### config.mk
export PLATFORM = sky130hd
export DESIGN_NAME = shv_round_cell
export DESIGN_NICKNAME = d
export VERILOG_FILES = /design/src/rtl/shv_pkg.sv /design/src/rtl/shv_round_cell.sv
export SDC_FILE = /design/constraint.sdc
export NUM_CORES = 2
export LEC_CHECK = 0
export ABC_AREA = 1
export BUFFER_PORTS_ARGS = -buffer_cell sky130_fd_sc_hd__buf_4
export CORE_AREA = 3 3 506 508
export CTS_CLUSTER_SIZE = 24
export DETAILED_ROUTE_END_ITERATION = 8
export DIE_AREA = 0 0 509 511
export GPL_TIMING_DRIVEN = 0
export PLACE_DENSITY = 0.46
export SETUP_SLACK_MARGIN = 0.4
export SLEW_MARGIN = 20
export SYNTH_ARGS = -nofsm -noshare
export SYNTH_HDL_FRONTEND = slang
export SYNTH_SLANG_ARGS = --single-unit
### constraint.sdc
create_clock -name clk -period 32.1 [get_ports clk]
set_clock_uncertainty 0.15 [all_clocks]
set_input_delay 3.21 -clock clk [delete_from_list [all_inputs] [get_ports clk]]
set_output_delay 3.21 -clock clk [all_outputs]
set_load 0.01 [all_outputs]
### src/rtl/shv_pkg.sv
// ----------------------------------------------------------------------------
// shv_pkg
// Shared types, the S-box table and the AES round helper for the
// 512-bit Feistel round function datapath.
// ----------------------------------------------------------------------------
package shv_pkg;

	localparam int NUM_CELLS = 4;
	localparam int STATE_W   = 128;
	// addends still to be applied: three round keys and the left words
	localparam int CARRY_W   = NUM_CELLS * STATE_W;

	typedef struct packed {
		logic [CARRY_W-1:0] carry;
		logic [STATE_W-1:0] st;
	} shv_item_t;

	localparam logic [7:0] SBOX [256] = '{
		8'h63, 8'h7c, 8'h77, 8'h7b, 8'hf2, 8'h6b, 8'h6f, 8'hc5,
		8'h30, 8'h01, 8'h67, 8'h2b, 8'hfe, 8'hd7, 8'hab, 8'h76,
		8'hca, 8'h82, 8'hc9, 8'h7d, 8'hfa, 8'h59, 8'h47, 8'hf0,
		8'had, 8'hd4, 8'ha2, 8'haf, 8'h9c, 8'ha4, 8'h72, 8'hc0,
		8'hb7, 8'hfd, 8'h93, 8'h26, 8'h36, 8'h3f, 8'hf7, 8'hcc,
		8'h34, 8'ha5, 8'he5, 8'hf1, 8'h71, 8'hd8, 8'h31, 8'h15,
		8'h04, 8'hc7, 8'h23, 8'hc3, 8'h18, 8'h96, 8'h05, 8'h9a,
		8'h07, 8'h12, 8'h80, 8'he2, 8'heb, 8'h27, 8'hb2, 8'h75,
		8'h09, 8'h83, 8'h2c, 8'h1a, 8'h1b, 8'h6e, 8'h5a, 8'ha0,
		8'h52, 8'h3b, 8'hd6, 8'hb3, 8'h29, 8'he3, 8'h2f, 8'h84,
		8'h53, 8'hd1, 8'h00, 8'hed, 8'h20, 8'hfc, 8'hb1, 8'h5b,
		8'h6a, 8'hcb, 8'hbe, 8'h39, 8'h4a, 8'h4c, 8'h58, 8'hcf,
		8'hd0, 8'hef, 8'haa, 8'hfb, 8'h43, 8'h4d, 8'h33, 8'h85,
		8'h45, 8'hf9, 8'h02, 8'h7f, 8'h50, 8'h3c, 8'h9f, 8'ha8,
		8'h51, 8'ha3, 8'h40, 8'h8f, 8'h92, 8'h9d, 8'h38, 8'hf5,
		8'hbc, 8'hb6, 8'hda, 8'h21, 8'h10, 8'hff, 8'hf3, 8'hd2,
		8'hcd, 8'h0c, 8'h13, 8'hec, 8'h5f, 8'h97, 8'h44, 8'h17,
		8'hc4, 8'ha7, 8'h7e, 8'h3d, 8'h64, 8'h5d, 8'h19, 8'h73,
		8'h60, 8'h81, 8'h4f, 8'hdc, 8'h22, 8'h2a, 8'h90, 8'h88,
		8'h46, 8'hee, 8'hb8, 8'h14, 8'hde, 8'h5e, 8'h0b, 8'hdb,
		8'he0, 8'h32, 8'h3a, 8'h0a, 8'h49, 8'h06, 8'h24, 8'h5c,
		8'hc2, 8'hd3, 8'hac, 8'h62, 8'h91, 8'h95, 8'he4, 8'h79,
		8'he7, 8'hc8, 8'h37, 8'h6d, 8'h8d, 8'hd5, 8'h4e, 8'ha9,
		8'h6c, 8'h56, 8'hf4, 8'hea, 8'h65, 8'h7a, 8'hae, 8'h08,
		8'hba, 8'h78, 8'h25, 8'h2e, 8'h1c, 8'ha6, 8'hb4, 8'hc6,
		8'he8, 8'hdd, 8'h74, 8'h1f, 8'h4b, 8'hbd, 8'h8b, 8'h8a,
		8'h70, 8'h3e, 8'hb5, 8'h66, 8'h48, 8'h03, 8'hf6, 8'h0e,
		8'h61, 8'h35, 8'h57, 8'hb9, 8'h86, 8'hc1, 8'h1d, 8'h9e,
		8'he1, 8'hf8, 8'h98, 8'h11, 8'h69, 8'hd9, 8'h8e, 8'h94,
		8'h9b, 8'h1e, 8'h87, 8'he9, 8'hce, 8'h55, 8'h28, 8'hdf,
		8'h8c, 8'ha1, 8'h89, 8'h0d, 8'hbf, 8'he6, 8'h42, 8'h68,
		8'h41, 8'h99, 8'h2d, 8'h0f, 8'hb0, 8'h54, 8'hbb, 8'h16
	};

	function automatic logic [7:0] xtime(input logic [7:0] a);
		return {a[6:0], 1'b0} ^ (a[7] ? 8'h1b : 8'h00);
	endfunction

	// SubBytes, ShiftRows, MixColumns; byte i lives at bits 8i+7:8i
	function automatic logic [STATE_W-1:0] aes_round(input logic [STATE_W-1:0] st);
		logic [7:0]         t [16];
		logic [7:0]         a0, a1, a2, a3;
		logic [STATE_W-1:0] res;
		res = '0;
		for (int c = 0; c < 4; c++) begin
			for (int r = 0; r < 4; r++) begin
				t[4*c+r] = SBOX[st[8*(4*((c+r)%4)+r) +: 8]];
			end
		end
		for (int c = 0; c < 4; c++) begin
			a0 = t[4*c];
			a1 = t[4*c+1];
			a2 = t[4*c+2];
			a3 = t[4*c+3];
			res[8*(4*c)   +: 8] = xtime(a0) ^ xtime(a1) ^ a1 ^ a2 ^ a3;
			res[8*(4*c+1) +: 8] = a0 ^ xtime(a1) ^ xtime(a2) ^ a2 ^ a3;
			res[8*(4*c+2) +: 8] = a0 ^ a1 ^ xtime(a2) ^ xtime(a3) ^ a3;
			res[8*(4*c+3) +: 8] = xtime(a0) ^ a0 ^ a1 ^ a2 ^ xtime(a3);
		end
		return res;
	endfunction

endpackage

### src/rtl/shv_round_cell.sv
// ----------------------------------------------------------------------------
// shv_round_cell
// One AES round plus addend XOR, registered, with its own valid and stall.
// The lowest addend is consumed; the rest shift down toward the next cell.
// ----------------------------------------------------------------------------
module shv_round_cell (
	input  logic              clk,
	input  logic              arst_n,
	input  logic              in_valid,
	input  shv_pkg::shv_item_t in_item,
	output logic              in_stall,
	output logic              out_valid,
	output shv_pkg::shv_item_t out_item,
	input  logic              out_stall
);

	logic              valid_q;
	shv_pkg::shv_item_t item_q;
	shv_pkg::shv_item_t item_d;

	// register can refill whenever it is empty or being drained this cycle
	assign in_stall = valid_q && out_stall;

	always_comb begin
		item_d.st    = shv_pkg::aes_round(in_item.st) ^ in_item.carry[shv_pkg::STATE_W-1:0];
		item_d.carry = {{shv_pkg::STATE_W{1'b0}},
			in_item.carry[shv_pkg::CARRY_W-1:shv_pkg::STATE_W]};
	end

	always_ff @(posedge clk or negedge arst_n) begin
		if (!arst_n) begin
			valid_q <= 1'b0;
		end else if (!in_stall) begin
			valid_q <= in_valid;
		end
	end

	always_ff @(posedge clk) begin
		if (in_valid && !in_stall) begin
			item_q <= item_d;
		end
	end

	assign out_valid = valid_q;
	assign out_item  = item_q;

endmodule

==> impl_metrics.env <==
export IMPL_status="finished, final reports clean"
export IMPL_cts_max_path_buffers=3
export IMPL_cts_hold_buf=0
export IMPL_port_buffers=1111
export IMPL_cts_buffers=66
export IMPL_critPathKind="input port to output port"
export IMPL_die_y_um=511
export IMPL_cp_end_kind="output port"
export IMPL_die_area_sq_mm=0.260
export IMPL_max_slew_margin_rel_pct=19.6
export IMPL_die_x_um=509
export IMPL_placed_cells=18000
export IMPL_fin_crit_sh_pct=21.8
export IMPL_routabilityCongestion=1.09
export IMPL_min_from="out_valid$_DFFE_PN0N_"
export IMPL_clockPowerShare_pct=23.0
export IMPL_cpPeakStageDelay_ps=150
export IMPL_wl_um=538000
export IMPL_ys_top_cells_by_count="nand2_1, nand3_1, inv_1, nor2_1, o21ai_0"
export IMPL_syn_inst=13300
export IMPL_postLayoutCoreUtil_pct=36.0
export IMPL_first_global_vias=98600
export IMPL_clock_latency_ps=750
export IMPL_cp_slowest_cell="inv_1"
export IMPL_htree_levels=3
export IMPL_switchingPower_mw=1.66
export IMPL_fin_hold_ws_ps=360
export IMPL_slew_violations=0
export IMPL_min_to="out_valid$_DFFE_PN0N_"
export IMPL_combPwrFrac_pct=52.3
export IMPL_hpwl_um=424000
export IMPL_r2r_start="out_valid$_DFFE_PN0N_"
export IMPL_final_hold_viol_count=0
export IMPL_num_rows=184
export IMPL_finalNetCount=15500
export IMPL_p_seq_share_pct=24.7
export IMPL_peakVddDrop_uv=38.3
export IMPL_fin_cells=18100
export IMPL_worstPathRequired_ps=28740
export IMPL_dp_slack_ps=24750
export IMPL_startpoint="out_stall"
export IMPL_synth_area_leader_cell="nand2_1"
export IMPL_powerDensity_mw_per_mm2=38.0
export IMPL_drc=0
export IMPL_cts_resized_gates=0
export IMPL_hold_class="register to register"
export IMPL_synth_warnings=0
export IMPL_synth_avg_cell_area_sq_um=5.60
export IMPL_reg2reg_to="out_item[57]$_DFFE_PP_"
export IMPL_worstMarginPinSlew_ps=1210
export IMPL_p_int_mw=1.78
export IMPL_synthFlopType="edfxtp_1"
export IMPL_path_clk_slew_ps=70
export IMPL_grt_setup_unrepaired="no"
export IMPL_start_util_pct=29.7
export IMPL_synth_top_area_share_pct=26.4
export IMPL_min_period_ps=7010
export IMPL_total_leakage_power_nw=46.3
export IMPL_cts_tree="yes"
export IMPL_synthArstFlopShare_pct=0.195
export IMPL_area_growth_pct=21.1
export IMPL_ys_types=49
export IMPL_io_pins=1286
export IMPL_vias=108000
export IMPL_synth_most_common_cell="nand2_1"
export IMPL_cp_common_cell="buf_4"
export IMPL_cp_data_arrival_time_ps=3650
export IMPL_core_area_sq_mm=0.252
export IMPL_r2r_cells=15
export IMPL_post_cts_buffers=0
export IMPL_gr_total_overflow=0
export IMPL_synth_seq_cells=513
export IMPL_hold_depth=2
export IMPL_path_max_fanout=2
export IMPL_timing_fmax_ghz=0.143
export IMPL_rrSetupSlack_ps=27940
export IMPL_ant_nets=0
export IMPL_grt_pass1_wl_um=748000
export IMPL_cts_root_buffer="clkbuf_16"
export IMPL_syn_cell_area_sq_mm=0.0748
export IMPL_drt_first_iter_violations=18400
export IMPL_grt_max_degree=29
export IMPL_setup_tns_ps=0
export IMPL_synth_edf_count=512
export IMPL_gr_usage_all_layers_pct=38.9
export IMPL_antenna_found_initial=57
export IMPL_cap_violations=0
export IMPL_wire_per_inst_um=29.7
export IMPL_fin_ws_ps=25090
export IMPL_clock_sinks=513
export IMPL_cp_start_kind="input port"
export IMPL_drive_above_1_share_pct=12.8
export IMPL_synth_area_top_cells="nand2_1, nand3_1, edfxtp_1"
export IMPL_drt_pass1_iter_count=9
export IMPL_crit_chain="buf_4, nand2_1, inv_1, buf_4"
export IMPL_switching_share_pct=48.3
export IMPL_viasPerCell=5.95
export IMPL_yosysSeqAreaShare_pct=20.6
export IMPL_setup_viol=0
-- cells by family after synthesis --
kind of cell    after synthesis  share of synthesized area, %
simple gates               9330                          52.9
buf+inv                    1744                          10.4
compound gates             1365                          10.3
flops                       513                          20.6
fa+ha+maj                   224                          3.75
xor+xnor                    167                          1.97
other cells                   1                       0.00502
-- worst max path at each step --
stage	endpoint	slack [ps]	cells after the start
6_report	in_stall	25090	4
5_1_grt	in_stall	25070	4
4_1_cts	in_stall	25080	4
3_5_place_dp	out_item[123]$_DFFE_PP_	24750	21
3_3_place_gp	out_item[57]$_DFFE_PP_	-6540	4
2_1_floorplan	out_item[0]$_DFFE_PP_	6020	3
-- registers in the layout, summed over array words and instances (netlist names) --
| signal | count |
|---|---|
| out_item | 512 |
| out_valid | 1 |
-- routing by layer --
metal  part of all wire [%]  up-vias  GRT usage, %
li1                       -    46900             -
met1                     38    50200          50.1
met2                     42     8653          58.5
met3                     13     1990          10.4
met4                    7.2       26          21.8
met5                  0.050        -         0.259
-- final cells by class --
class                      instances  area (sq um)
sequential                       513         15400
clock buffer                      80          1730
clock inverter                    37           443
inverter                         859          3230
buffer                           885          4570
multi-input combinational      11200         52100
tap                             3348          4190
timing repair buffer            1134          8850
antenna                           33          82.6
fill                           28900        161000
-- power by group through the flow --
stage	sequential, mW	clock [mW]	combinational, mW
after floorplan	0.913	0	0.957
after global placement	0.910	0	1.75
after detailed placement	0.861	0	1.71
after CTS	0.850	0.812	1.72
after global routing	0.854	0.833	1.91
final	0.849	0.790	1.80
-- per-stage QoR --
| step | total power [mW] | area (sq um) |
|---|---|---|
| 6_report | 3.44 | 90500 |
| 2_1_floorplan | 1.87 | 75300 |
| 4_1_cts | 3.38 | 90500 |
| 5_1_grt | 3.60 | 90500 |
| 3_3_place_gp | 2.66 | 87800 |
| 3_5_place_dp | 2.58 | 88300 |
-- critical path: cells and delay by family --
family                 cells  cell delay [ps]
buffers and inverters      3              380
AND/OR/NAND/NOR            1               50
-- layout by cell type (no fill, tap or decap), types with 19 or more instances in the layout --
| cell | Yosys | final |
|---|---|---|
| a21oi_1 | 360 | 360 |
| a31oi_1 | 32 | 32 |
| buf_1 | 144 | 144 |
| buf_2 | 296 | 296 |
| buf_4 | 196 | 1307 |
| buf_6 | 19 | 19 |
| clkbuf_1 | 229 | 242 |
| clkbuf_16 | 0 | 67 |
| clkinv_1 | 13 | 21 |
| conb_1 | 1 | 128 |
| diode_2 | 0 | 33 |
| edfxtp_1 | 512 | 512 |
| ha_1 | 224 | 224 |
| inv_1 | 799 | 799 |
| inv_2 | 46 | 46 |
| nand2_1 | 5250 | 5250 |
| nand2_2 | 71 | 71 |
| nand3_1 | 3178 | 3178 |
| nand3b_1 | 44 | 44 |
| nand4_1 | 39 | 39 |
| nor2_1 | 693 | 692 |
| nor3_1 | 21 | 21 |
| o211ai_1 | 275 | 275 |
| o21ai_0 | 612 | 612 |
| o22ai_1 | 35 | 35 |
| xnor2_1 | 72 | 72 |
| xor2_1 | 94 | 94 |
Note: power is estimated with default switching activity, not from simulation.
